### src/rtl/core/hsvled_pkg.sv
`timescale 1ns / 1ps
// ----------------------------------------------------------------------------
// hsvled_pkg
// Shared types, constants and helpers of the HSV/RGB LED PWM bit encoder.
// ----------------------------------------------------------------------------
package hsvled_pkg;

  // bits sent per pixel and index width of the bit counter
  localparam int NumBits  = 24;
  localparam int CntWidth = $clog2(NumBits + 1);

  // hue arithmetic
  localparam int HueWrap   = 360;
  localparam int SectorDeg = 60;
  localparam int NumSect   = 6;
  // ceil(2^16 / 60), reciprocal used for the divide by sixty
  localparam int Recip60   = 1093;
  localparam int RecipShift = 16;

  // register reset values
  localparam logic [7:0] OneCodeRst  = 8'd57;
  localparam logic [7:0] ZeroCodeRst = 8'd28;

  // configuration register indexes
  typedef enum logic [1:0] {
    CfgColorMode = 2'd0,
    CfgOneCode   = 2'd1,
    CfgZeroCode  = 2'd2
  } cfg_idx_e;

  // configuration register set
  typedef struct packed {
    logic       color_mode;
    logic [7:0] one_code;
    logic [7:0] zero_code;
  } cfg_t;

  // green:red:blue word handed to the serializer
  typedef logic [NumBits-1:0] grb_t;

  // sector number of a hue already below 360
  function automatic logic [2:0] sector_of(logic [8:0] hh);
    logic [2:0] sec;
    sec = 3'd0;
    for (int k = 1; k < NumSect; k++) begin
      if (hh >= 9'(k * SectorDeg)) sec = 3'(k);
    end
    return sec;
  endfunction

  // first hue of a sector
  function automatic logic [8:0] sector_base(logic [2:0] sec);
    logic [8:0] base;
    base = 9'd0;
    for (int k = 1; k < NumSect; k++) begin
      if (sec == 3'(k)) base = 9'(k * SectorDeg);
    end
    return base;
  endfunction

endpackage

### src/rtl/core/hsvled_if.sv
`timescale 1ns / 1ps
// ----------------------------------------------------------------------------
// hsvled_if
// Valid/ready channels: pixel requests in, PWM code requests out.
// ----------------------------------------------------------------------------
interface hsvled_pix_if;
  logic       valid;
  logic       ready;
  logic [7:0] red;
  logic [7:0] green;
  logic [7:0] blue;
  logic [8:0] hue;
  logic [7:0] saturation;
  logic [7:0] brightness;

  modport source (
    output valid, red, green, blue, hue, saturation, brightness,
    input  ready
  );
  modport sink (
    input  valid, red, green, blue, hue, saturation, brightness,
    output ready
  );
endinterface

interface hsvled_code_if;
  logic       valid;
  logic       ready;
  logic [7:0] compare_value;
  logic       last;

  modport source (
    output valid, compare_value, last,
    input  ready
  );
  modport sink (
    input  valid, compare_value, last,
    output ready
  );
endinterface

### src/rtl/core/hsvled_convert.sv
`timescale 1ns / 1ps
// ----------------------------------------------------------------------------
// hsvled_convert
// Five stage pipeline turning an RGB or HSV pixel into a green:red:blue word.
// ----------------------------------------------------------------------------
module hsvled_convert (
  input  logic                clk_i,
  input  logic                rst_ni,
  input  hsvled_pkg::cfg_t    cfg_i,
  hsvled_pix_if.sink          pix,
  output logic                word_valid_o,
  input  logic                word_ready_i,
  output hsvled_pkg::grb_t    word_o
);

  typedef struct packed {
    logic             mode;
    hsvled_pkg::grb_t rgb;
    logic [7:0]       v;
    logic [2:0]       sector;
    logic [5:0]       angle;
    logic [15:0]      prod;
  } s1_t;

  typedef struct packed {
    logic             mode;
    hsvled_pkg::grb_t rgb;
    logic [7:0]       v;
    logic [2:0]       sector;
    logic [5:0]       angle;
    logic [7:0]       low;
  } s2_t;

  typedef struct packed {
    logic             mode;
    hsvled_pkg::grb_t rgb;
    logic [7:0]       v;
    logic [2:0]       sector;
    logic [7:0]       low;
    logic [13:0]      prod;
  } s3_t;

  typedef struct packed {
    logic             mode;
    hsvled_pkg::grb_t rgb;
    logic [7:0]       v;
    logic [2:0]       sector;
    logic [7:0]       low;
    logic [13:0]      prod;
    logic [8:0]       q0;
  } s4_t;

  logic v1_q, v2_q, v3_q, v4_q, v5_q;
  logic en1, en2, en3, en4, en5;
  s1_t s1_d, s1_q;
  s2_t s2_d, s2_q;
  s3_t s3_d, s3_q;
  s4_t s4_d, s4_q;
  hsvled_pkg::grb_t word_d, word_q;

  // stage advance, a stage moves when empty or when its successor moves
  assign en5 = !v5_q || word_ready_i;
  assign en4 = !v4_q || en5;
  assign en3 = !v3_q || en4;
  assign en2 = !v2_q || en3;
  assign en1 = !v1_q || en2;
  assign pix.ready = en1;

  // stage 1: hue wrap, sector, angle and (255 - s) * v
  logic [8:0] hh;
  logic [5:0] rem;
  logic [8:0] rem_full;
  always_comb begin
    hh = (pix.hue >= 9'(hsvled_pkg::HueWrap)) ? pix.hue - 9'(hsvled_pkg::HueWrap) : pix.hue;
    s1_d.mode   = cfg_i.color_mode;
    s1_d.rgb    = {pix.green, pix.red, pix.blue};
    s1_d.v      = pix.brightness;
    s1_d.sector = hsvled_pkg::sector_of(hh);
    rem_full    = hh - hsvled_pkg::sector_base(s1_d.sector);
    rem         = rem_full[5:0];
    s1_d.angle  = s1_d.sector[0] ? 6'(hsvled_pkg::SectorDeg) - rem : rem;
    s1_d.prod   = {8'd0, 8'hFF - pix.saturation} * {8'd0, pix.brightness};
  end

  // stage 2: low = prod / 255, exact for any 8 bit by 8 bit product
  logic [15:0] div_sum;
  always_comb begin
    div_sum     = s1_q.prod + {8'd0, s1_q.prod[15:8]} + 16'd1;
    s2_d.mode   = s1_q.mode;
    s2_d.rgb    = s1_q.rgb;
    s2_d.v      = s1_q.v;
    s2_d.sector = s1_q.sector;
    s2_d.angle  = s1_q.angle;
    s2_d.low    = div_sum[15:8];
  end

  // stage 3: (high - low) * angle
  logic [7:0] diff;
  always_comb begin
    diff        = s2_q.v - s2_q.low;
    s3_d.mode   = s2_q.mode;
    s3_d.rgb    = s2_q.rgb;
    s3_d.v      = s2_q.v;
    s3_d.sector = s2_q.sector;
    s3_d.low    = s2_q.low;
    s3_d.prod   = {6'd0, diff} * {8'd0, s2_q.angle};
  end

  // stage 4: reciprocal estimate of prod / 60, at most one too high
  logic [24:0] recip;
  always_comb begin
    recip       = {11'd0, s3_q.prod} * 25'(hsvled_pkg::Recip60);
    s4_d.mode   = s3_q.mode;
    s4_d.rgb    = s3_q.rgb;
    s4_d.v      = s3_q.v;
    s4_d.sector = s3_q.sector;
    s4_d.low    = s3_q.low;
    s4_d.prod   = s3_q.prod;
    s4_d.q0     = recip[hsvled_pkg::RecipShift +: 9];
  end

  // stage 5: quotient correction, middle value and sector mapping
  logic [14:0] chk;
  logic [8:0]  q_full;
  logic [7:0]  mid, hi, lo;
  always_comb begin
    chk    = {6'd0, s4_q.q0} * 15'(hsvled_pkg::SectorDeg);
    q_full = (chk > {1'b0, s4_q.prod}) ? s4_q.q0 - 9'd1 : s4_q.q0;
    hi     = s4_q.v;
    lo     = s4_q.low;
    mid    = lo + q_full[7:0];
    case (s4_q.sector)
      3'd0:    word_d = {mid, hi,  lo };
      3'd1:    word_d = {hi,  mid, lo };
      3'd2:    word_d = {hi,  lo,  mid};
      3'd3:    word_d = {mid, lo,  hi };
      3'd4:    word_d = {lo,  mid, hi };
      default: word_d = {lo,  hi,  mid};
    endcase
    if (!s4_q.mode) word_d = s4_q.rgb;
  end

  // valid bits
  always_ff @(posedge clk_i or negedge rst_ni) begin
    if (!rst_ni) begin
      v1_q <= 1'b0;
      v2_q <= 1'b0;
      v3_q <= 1'b0;
      v4_q <= 1'b0;
      v5_q <= 1'b0;
    end else begin
      if (en1) v1_q <= pix.valid;
      if (en2) v2_q <= v1_q;
      if (en3) v3_q <= v2_q;
      if (en4) v4_q <= v3_q;
      if (en5) v5_q <= v4_q;
    end
  end

  // stage payload
  always_ff @(posedge clk_i) begin
    if (en1) s1_q <= s1_d;
    if (en2) s2_q <= s2_d;
    if (en3) s3_q <= s3_d;
    if (en4) s4_q <= s4_d;
    if (en5) word_q <= word_d;
  end

  assign word_valid_o = v5_q;
  assign word_o       = word_q;

  // a stalled word stays put
  a_word_hold: assert property (@(posedge clk_i) disable iff (!rst_ni)
    (v5_q && !word_ready_i) |=> (v5_q && $stable(word_q)))
    else $error("converter output changed while stalled");

  // the middle value never passes the high value in hsv mode
  a_mid_bound: assert property (@(posedge clk_i) disable iff (!rst_ni)
    (v4_q && s4_q.mode) |-> ({1'b0, mid} <= {1'b0, hi}))
    else $error("middle value above high value");

  // the divide estimate is never low and at most one high; only the upper bound is checked
  a_q_bound: assert property (@(posedge clk_i) disable iff (!rst_ni)
    v4_q |-> ({6'd0, s4_q.q0} * 15'(hsvled_pkg::SectorDeg) <=
              {1'b0, s4_q.prod} + 15'(hsvled_pkg::SectorDeg)))
    else $error("reciprocal quotient out of range");

endmodule

### src/rtl/core/hsvled_serializer.sv
`timescale 1ns / 1ps
// ----------------------------------------------------------------------------
// hsvled_serializer
// Shifts a green:red:blue word out as one PWM compare code per cycle while the receiver is ready.
// ----------------------------------------------------------------------------
module hsvled_serializer (
  input  logic                clk_i,
  input  logic                rst_ni,
  input  hsvled_pkg::cfg_t    cfg_i,
  input  logic                word_valid_i,
  output logic                word_ready_o,
  input  hsvled_pkg::grb_t    word_i,
  hsvled_code_if.source       code
);

  localparam logic [hsvled_pkg::CntWidth-1:0] LastCnt =
    hsvled_pkg::CntWidth'(hsvled_pkg::NumBits - 1);
  localparam logic [hsvled_pkg::CntWidth-1:0] CntOne =
    hsvled_pkg::CntWidth'(1);

  logic                            busy_q;
  logic [hsvled_pkg::CntWidth-1:0] cnt_q;
  hsvled_pkg::grb_t                word_q;
  logic                            at_last;
  logic                            code_take;
  logic                            load;

  assign at_last      = (cnt_q == LastCnt);
  assign code_take    = code.valid && code.ready;
  assign word_ready_o = !busy_q || (code.ready && at_last);
  assign load         = word_valid_i && word_ready_o;

  // counter and busy flag
  always_ff @(posedge clk_i or negedge rst_ni) begin
    if (!rst_ni) begin
      busy_q <= 1'b0;
      cnt_q  <= '0;
    end else if (load) begin
      busy_q <= 1'b1;
      cnt_q  <= '0;
    end else if (code_take) begin
      busy_q <= !at_last;
      cnt_q  <= at_last ? '0 : cnt_q + CntOne;
    end
  end

  // shift register, msb first
  always_ff @(posedge clk_i) begin
    if (load) begin
      word_q <= word_i;
    end else if (code_take) begin
      word_q <= {word_q[hsvled_pkg::NumBits-2:0], 1'b0};
    end
  end

  // code request
  assign code.valid         = busy_q;
  assign code.compare_value = word_q[hsvled_pkg::NumBits-1] ? cfg_i.one_code
                                                            : cfg_i.zero_code;
  assign code.last          = busy_q && at_last;

  // counter stays inside the word while busy
  a_cnt_range: assert property (@(posedge clk_i) disable iff (!rst_ni)
    busy_q |-> (cnt_q <= LastCnt))
    else $error("bit counter past end of word");

  // after the last code the counter restarts
  a_last_wrap: assert property (@(posedge clk_i) disable iff (!rst_ni)
    (code_take && code.last) |=> (cnt_q == '0))
    else $error("counter did not restart after last code");

  // no new word is taken in the middle of a pixel
  a_no_midword_load: assert property (@(posedge clk_i) disable iff (!rst_ni)
    (busy_q && !at_last) |-> !word_ready_o)
    else $error("word taken before pixel finished");

endmodule

### src/rtl/core/hsv_rgb_led_pwm_encoder.sv
`timescale 1ns / 1ps
// ----------------------------------------------------------------------------
// hsv_rgb_led_pwm_encoder
// Converts RGB or HSV pixels into 24 LED PWM compare codes, green first.
// ----------------------------------------------------------------------------
//  channel  direction  payload                                     handshake
//  pix_i    in         red green blue hue saturation brightness    valid/ready
//  code_o   out        compare_value last                          valid/ready
//  cfg      in         cfg_idx_i cfg_wdata_i                       cfg_we_i
//
//  The serializer sends a pixel's 24 codes, one code per cycle while code_o is ready.
//  A taken pixel request passes five converter register stages plus the serializer
//  load before its first code is valid.
//  A new pixel enters the pipeline every cycle until the serializer backs up.
//  Reset clears valid bits, busy flag and counter, and sets the config registers (one 57, zero 28, RGB mode).
//  A stall on code_o holds every occupied stage; nothing is dropped or repeated.
// ----------------------------------------------------------------------------
module hsv_rgb_led_pwm_encoder (
  input  logic       clk_i,
  input  logic       rst_ni,
  hsvled_pix_if.sink     pix_i,
  hsvled_code_if.source  code_o,
  input  logic       cfg_we_i,
  input  logic [1:0] cfg_idx_i,
  input  logic [7:0] cfg_wdata_i
);

  hsvled_pkg::cfg_t cfg_q;
  logic             word_valid;
  logic             word_ready;
  hsvled_pkg::grb_t word;

  // configuration registers
  always_ff @(posedge clk_i or negedge rst_ni) begin
    if (!rst_ni) begin
      cfg_q.color_mode <= 1'b0;
      cfg_q.one_code   <= hsvled_pkg::OneCodeRst;
      cfg_q.zero_code  <= hsvled_pkg::ZeroCodeRst;
    end else if (cfg_we_i) begin
      case (hsvled_pkg::cfg_idx_e'(cfg_idx_i))
        hsvled_pkg::CfgColorMode: cfg_q.color_mode <= cfg_wdata_i[0];
        hsvled_pkg::CfgOneCode:   cfg_q.one_code   <= cfg_wdata_i;
        hsvled_pkg::CfgZeroCode:  cfg_q.zero_code  <= cfg_wdata_i;
        default: ;
      endcase
    end
  end

  // color conversion pipeline
  hsvled_convert u_convert (
    .clk_i        (clk_i),
    .rst_ni       (rst_ni),
    .cfg_i        (cfg_q),
    .pix          (pix_i),
    .word_valid_o (word_valid),
    .word_ready_i (word_ready),
    .word_o       (word)
  );

  // bit serializer
  hsvled_serializer u_serializer (
    .clk_i        (clk_i),
    .rst_ni       (rst_ni),
    .cfg_i        (cfg_q),
    .word_valid_i (word_valid),
    .word_ready_o (word_ready),
    .word_i       (word),
    .code         (code_o)
  );

endmodule

### src/flat_wrapper.sv
// flat-port wrapper written by rule: the top's interface ports become plain ports
module hsv_rgb_led_pwm_encoder_flat 
  (clk_i, rst_ni, cfg_we_i, cfg_idx_i, cfg_wdata_i, pix_i_valid, pix_i_red, pix_i_green, pix_i_blue, pix_i_hue, pix_i_saturation, pix_i_brightness, pix_i_ready, code_o_valid, code_o_compare_value, code_o_last, code_o_ready);
  hsvled_pix_if pix_i_i ();
  hsvled_code_if code_o_i ();
  input  logic clk_i;
  input  logic rst_ni;
  input  logic cfg_we_i;
  input  logic [1:0] cfg_idx_i;
  input  logic [7:0] cfg_wdata_i;
  input wire logic [$bits(pix_i_i.valid)-1:0] pix_i_valid;
  input wire logic [$bits(pix_i_i.red)-1:0] pix_i_red;
  input wire logic [$bits(pix_i_i.green)-1:0] pix_i_green;
  input wire logic [$bits(pix_i_i.blue)-1:0] pix_i_blue;
  input wire logic [$bits(pix_i_i.hue)-1:0] pix_i_hue;
  input wire logic [$bits(pix_i_i.saturation)-1:0] pix_i_saturation;
  input wire logic [$bits(pix_i_i.brightness)-1:0] pix_i_brightness;
  output wire logic [$bits(pix_i_i.ready)-1:0] pix_i_ready;
  output wire logic [$bits(code_o_i.valid)-1:0] code_o_valid;
  output wire logic [$bits(code_o_i.compare_value)-1:0] code_o_compare_value;
  output wire logic [$bits(code_o_i.last)-1:0] code_o_last;
  input wire logic [$bits(code_o_i.ready)-1:0] code_o_ready;
  assign pix_i_i.valid = pix_i_valid;
  assign pix_i_i.red = pix_i_red;
  assign pix_i_i.green = pix_i_green;
  assign pix_i_i.blue = pix_i_blue;
  assign pix_i_i.hue = pix_i_hue;
  assign pix_i_i.saturation = pix_i_saturation;
  assign pix_i_i.brightness = pix_i_brightness;
  assign pix_i_ready = pix_i_i.ready;
  assign code_o_valid = code_o_i.valid;
  assign code_o_compare_value = code_o_i.compare_value;
  assign code_o_last = code_o_i.last;
  assign code_o_i.ready = code_o_ready;
  hsv_rgb_led_pwm_encoder u_core (.clk_i(clk_i), .rst_ni(rst_ni), .pix_i(pix_i_i), .code_o(code_o_i), .cfg_we_i(cfg_we_i), .cfg_idx_i(cfg_idx_i), .cfg_wdata_i(cfg_wdata_i));
endmodule
### config.mk
export PLATFORM = sky130hd
export DESIGN_NAME = hsv_rgb_led_pwm_encoder_flat
export DESIGN_NICKNAME = d
export VERILOG_FILES = /design/src/rtl/core/hsvled_pkg.sv /design/src/rtl/core/hsvled_if.sv /design/src/rtl/core/hsvled_convert.sv /design/src/rtl/core/hsvled_serializer.sv /design/src/rtl/core/hsv_rgb_led_pwm_encoder.sv /design/src/flat_wrapper.sv
export SDC_FILE = /design/constraint.sdc
export NUM_CORES = 1
export LEC_CHECK = 0
export BUFFER_PORTS_ARGS = -buffer_cell sky130_fd_sc_hd__buf_2
export CAP_MARGIN = 30
export CORE_UTILIZATION = 60
export CTS_CLUSTER_DIAMETER = 50
export CTS_CLUSTER_SIZE = 40
export DETAILED_ROUTE_END_ITERATION = 10
export PLACE_DENSITY_LB_ADDON = 0.1
export SKIP_CTS_REPAIR_TIMING = 1
export SLEW_MARGIN = 30
export SYNTH_ARGS = -nofsm -noshare
export SYNTH_HDL_FRONTEND = slang
export SYNTH_SLANG_ARGS = --single-unit
### constraint.sdc
create_clock -name clk_i -period 14.75 [get_ports clk_i]
set_clock_uncertainty 0.1 [all_clocks]
set_input_delay 1.475 -clock clk_i [delete_from_list [all_inputs] [get_ports clk_i]]
set_output_delay 1.475 -clock clk_i [all_outputs]
set_load 0.005 [all_outputs]
==> summary.md <==
| Metric | Value |
|---|---|
| Status | `finished, final reports clean` |
| Worst Setup End Kind | `register` |
| Unrepaired setup endpoints after global routing | `false` |
| Worst slew margin relative to its limit | `42.8%` |
| Syn Nets | `1816` |
| Most frequent cells in the layout | `edfxtp_1, inv_1, ha_1` |
| Avg Inst Size Synth | `12.6 µm²` |
| Row Count | `63` |
| Reg-to-reg critical path startpoint | `u_core.u_convert.s4_q[0]$_DFFE_PP_` |
| Worst path required time | `15030 ps` |
| Setup crit start | `u_core.u_convert.s4_q[0]$_DFFE_PP_` |
| Pwr Total | `0.00221 W` |
| Core area | `30000 µm²` |
| Fin nets | `1910` |
| Die width | `178 µm` |
| Die height | `178 µm` |
| Setup tns final | `0 ps` |
| Seq/Total Area, Yosys | `49.5%` |
| Routing usage on met2 | `37.1%` |
| Switching share of power | `27.6%` |
| Post-synth EDFFs | `281` |
| Register share of total power | `45.9%` |
| Crit path max fanout | `7` |
| Commonest non-fill, non-tap cell in the layout | `edfxtp_1` |
| F_max | `143 MHz` |
| R2R setup slack | `7740 ps` |
| Tmin final | `7010 ps` |
| Final setup viols | `0` |
| First-pass GRT wire length | `52100 µm` |
| Worst path arrival time | `7290 ps` |
| H-Tree Depth | `1` |
| I/O Pins | `75` |
| Util after Layout | `68.5%` |
| Switch Pwr | `0.000611 W` |
| Starting Density | `61.7%` |
| Proportion of layout cells with a drive suffix above 1 | `13.9%` |
| Setup crit start kind | `register` |
| Ant. Diodes | `0` |
| Clock tree buffer depth | `3` |
| DRC viols | `0` |
| Internal power | `0.00160 W` |
| Combinational power share | `16.8%` |
| Final slew viol count | `0` |
| DR iter-0 viols | `610` |
| Die ar. | `31500 µm²` |
| Post-route worst setup slack | `7740 ps` |
| CTS Buf Count | `28` |
| Placement Cell Area | `19400 µm²` |
| Worst Max-Slew Pin Slew | `850 ps` |
| Post-synth ARST share | `9.06%` |
| Root Buffer | `clkbuf_16` |
| Clock transition at path regs | `80 ps` |
| DP HPWL | `24000 µm` |
| Final Hold Vio Count | `0` |
| P_leak | `8.68 nW` |
| Max stage delay on crit path | `540 ps` |
| CP Capture Point | `u_core.u_convert.word_o[15]$_DFFE_PP_` |
| Vias in the first global route | `11000` |
| Critical path class | `register to register` |
| Clk Latency, worst-skew pair | `550 ps` |
| Power Dens Cells | `108 nW/µm²` |
| Clk pwr share | `37.3%` |
| DR WL/cell | `15.8 µm` |
| Drt first pass iters | `5` |
| Gr usage total | `20.7%` |
| Final non-filler cell area | `20500 µm²` |
| Vias per inst | `5.45` |
| Synth Flop Type | `edfxtp_1` |
| ANT nets after route | `0` |
| Final Cycle Share | `47.5%` |
| GRT overflow | `0` |
| Clock sinks | `309` |
| Cell mode on critical path | `a21oi_1` |
| Post-synth cell types | `64` |
| Capturing point of the worst reg2reg path | `u_core.u_convert.word_o[15]$_DFFE_PP_` |
| Reg2reg path depth | `31` |
| GRT busiest layer | `met2` |
| Slowest cell on the critical path | `fa_1` |
| Met3 Use GR | `2.36%` |
| Pre-CTS WS | `7840 ps` |
| Gp weighted congestion | `0.905` |
| DR vias | `10800` |
| Worst VDD drop | `0.0950 mV` |
| CTS tree | `done` |
| Max cap viols | `0` |
| Initial antenna violation count | `0` |
| Hold Path Class | `register to register` |
| Port Buffers | `74` |
| Register bit count reported by yosys | `309` |
| Cell Area, Synth | `18500 µm²` |
| Largest net degree at the start of global routing | `60` |
| Post-Synthesis Cells | `1473` |
| Synth warn | `0` |
| Met1 usage | `26.6%` |
| P&R area growth vs syn | `10.9%` |
| Final WL | `31200 µm` |
==> Yosys cell counts, types with 17 or more instances <==
cell / number / area, µm²
xnor2_1: 54 / 473
inv_1: 203 / 762
fa_1: 91 / 1820
nor2_1: 69 / 259
nand3_1: 17 / 85.1
nand2_1: 93 / 349
nand2b_1: 45 / 282
nor2b_1: 54 / 338
mux2_2: 58 / 653
dfrtp_1: 21 / 526
xor2_1: 17 / 149
a21oi_1: 47 / 235
o21ai_0: 40 / 200
edfxtp_1: 281 / 8440
ha_1: 188 / 2350
==> routing by layer <==
layer / vias to the layer above / routed length (µm)
li1: 5304 / -
met1: 5231 / 13400
met2: 199 / 16000
met3: 48 / 1080
met4: 0 / 797
met5: - / 0
==> sequential cells by signal, summed over array words and instances (netlist names) <==
name and flops:
u_core.u_convert.v3_q 1, u_core.u_convert.s2_q 50, u_core.u_convert.word_valid_o 1, u_core.u_convert.word_o 24
u_core.cfg_q 17, u_core.u_convert.s4_q 51, u_core.u_convert.hi 8, u_core.u_convert.v1_q 1
u_core.u_serializer.code.valid 1, u_core.u_convert.v2_q 1, u_core.u_convert.s1_q 58, u_core.u_serializer.word_q 24
u_core.u_serializer.cnt_q 5, u_core.u_convert.lo 8, u_core.u_convert.s3_q 58, u_core.u_convert.v4_q 1
==> through the flow <==
| stage | std cells | hold slack [ps] |
|---|---|---|
| global placement | 1925 | 302 |
| global route | 1979 | 317 |
| detailed placement | 1927 | 305 |
| floorplan | 1473 | 300 |
| finish | 1979 | 316 |
| CTS | 1979 | 320 |
==> critical path, delay by kind of cell (launching register included) <==
family	cells	cell delay [ps]
compound gates	17	3330
flops	1	490
mux	1	290
simple gates	4	410
fa+ha+maj	5	1850
buf+inv	2	120
xor+xnor	2	270
==> power by group through the flow <==
stage               combinational (W)  clock (W)  sequential, W
floorplan                    0.000290          0        0.00103
finish                       0.000372   0.000826        0.00102
global placement             0.000360          0        0.00103
global route                 0.000428   0.000881        0.00102
detailed placement           0.000373          0        0.00103
CTS                          0.000377   0.000846        0.00102
==> area by class of cell <==
class                   instances  area, µm²
clock buffers                  29        726
clock inverters                23        389
fillers                      2160       9440
inverters                     203        762
multi-input cells             944       8550
flip-flops and latches        309       9150
well taps                     390        488
repair buffers                 81        443
==> cells by family after synthesis <==
| group | share of synthesized area, % |
|---|---|
| AO/OA/AOI/OAI | 7.02 |
| adder cells (fa/ha/maj) | 22.6 |
| buffers and inverters | 4.46 |
| flip-flops | 49.5 |
| AND/OR/NAND/NOR | 9.27 |
| XOR/XNOR | 3.36 |
| multiplexers | 3.86 |
==> how the worst min path moves through the flow <==
| stage | cells after the start | end | start |
|---|---|---|---|
| 3_3_place_gp | 0 | u_core.u_convert.s3_q[45]$_DFFE_PP_ | u_core.u_convert.s2_q[37]$_DFFE_PP_ |
| 4_1_cts | 0 | u_core.u_convert.lo[2]$_DFFE_PP_ | u_core.u_convert.s3_q[16]$_DFFE_PP_ |
| 6_report | 0 | u_core.u_convert.s2_q[20]$_DFFE_PP_ | u_core.u_convert.s1_q[28]$_DFFE_PP_ |
| 5_1_grt | 0 | u_core.u_convert.s2_q[20]$_DFFE_PP_ | u_core.u_convert.s1_q[28]$_DFFE_PP_ |
| 3_5_place_dp | 0 | u_core.u_convert.hi[1]$_DFFE_PP_ | u_core.u_convert.s3_q[26]$_DFFE_PP_ |
| 2_1_floorplan | 0 | u_core.u_convert.hi[0]$_DFFE_PP_ | u_core.u_convert.s3_q[25]$_DFFE_PP_ |
(Power assumes the default switching activity.)
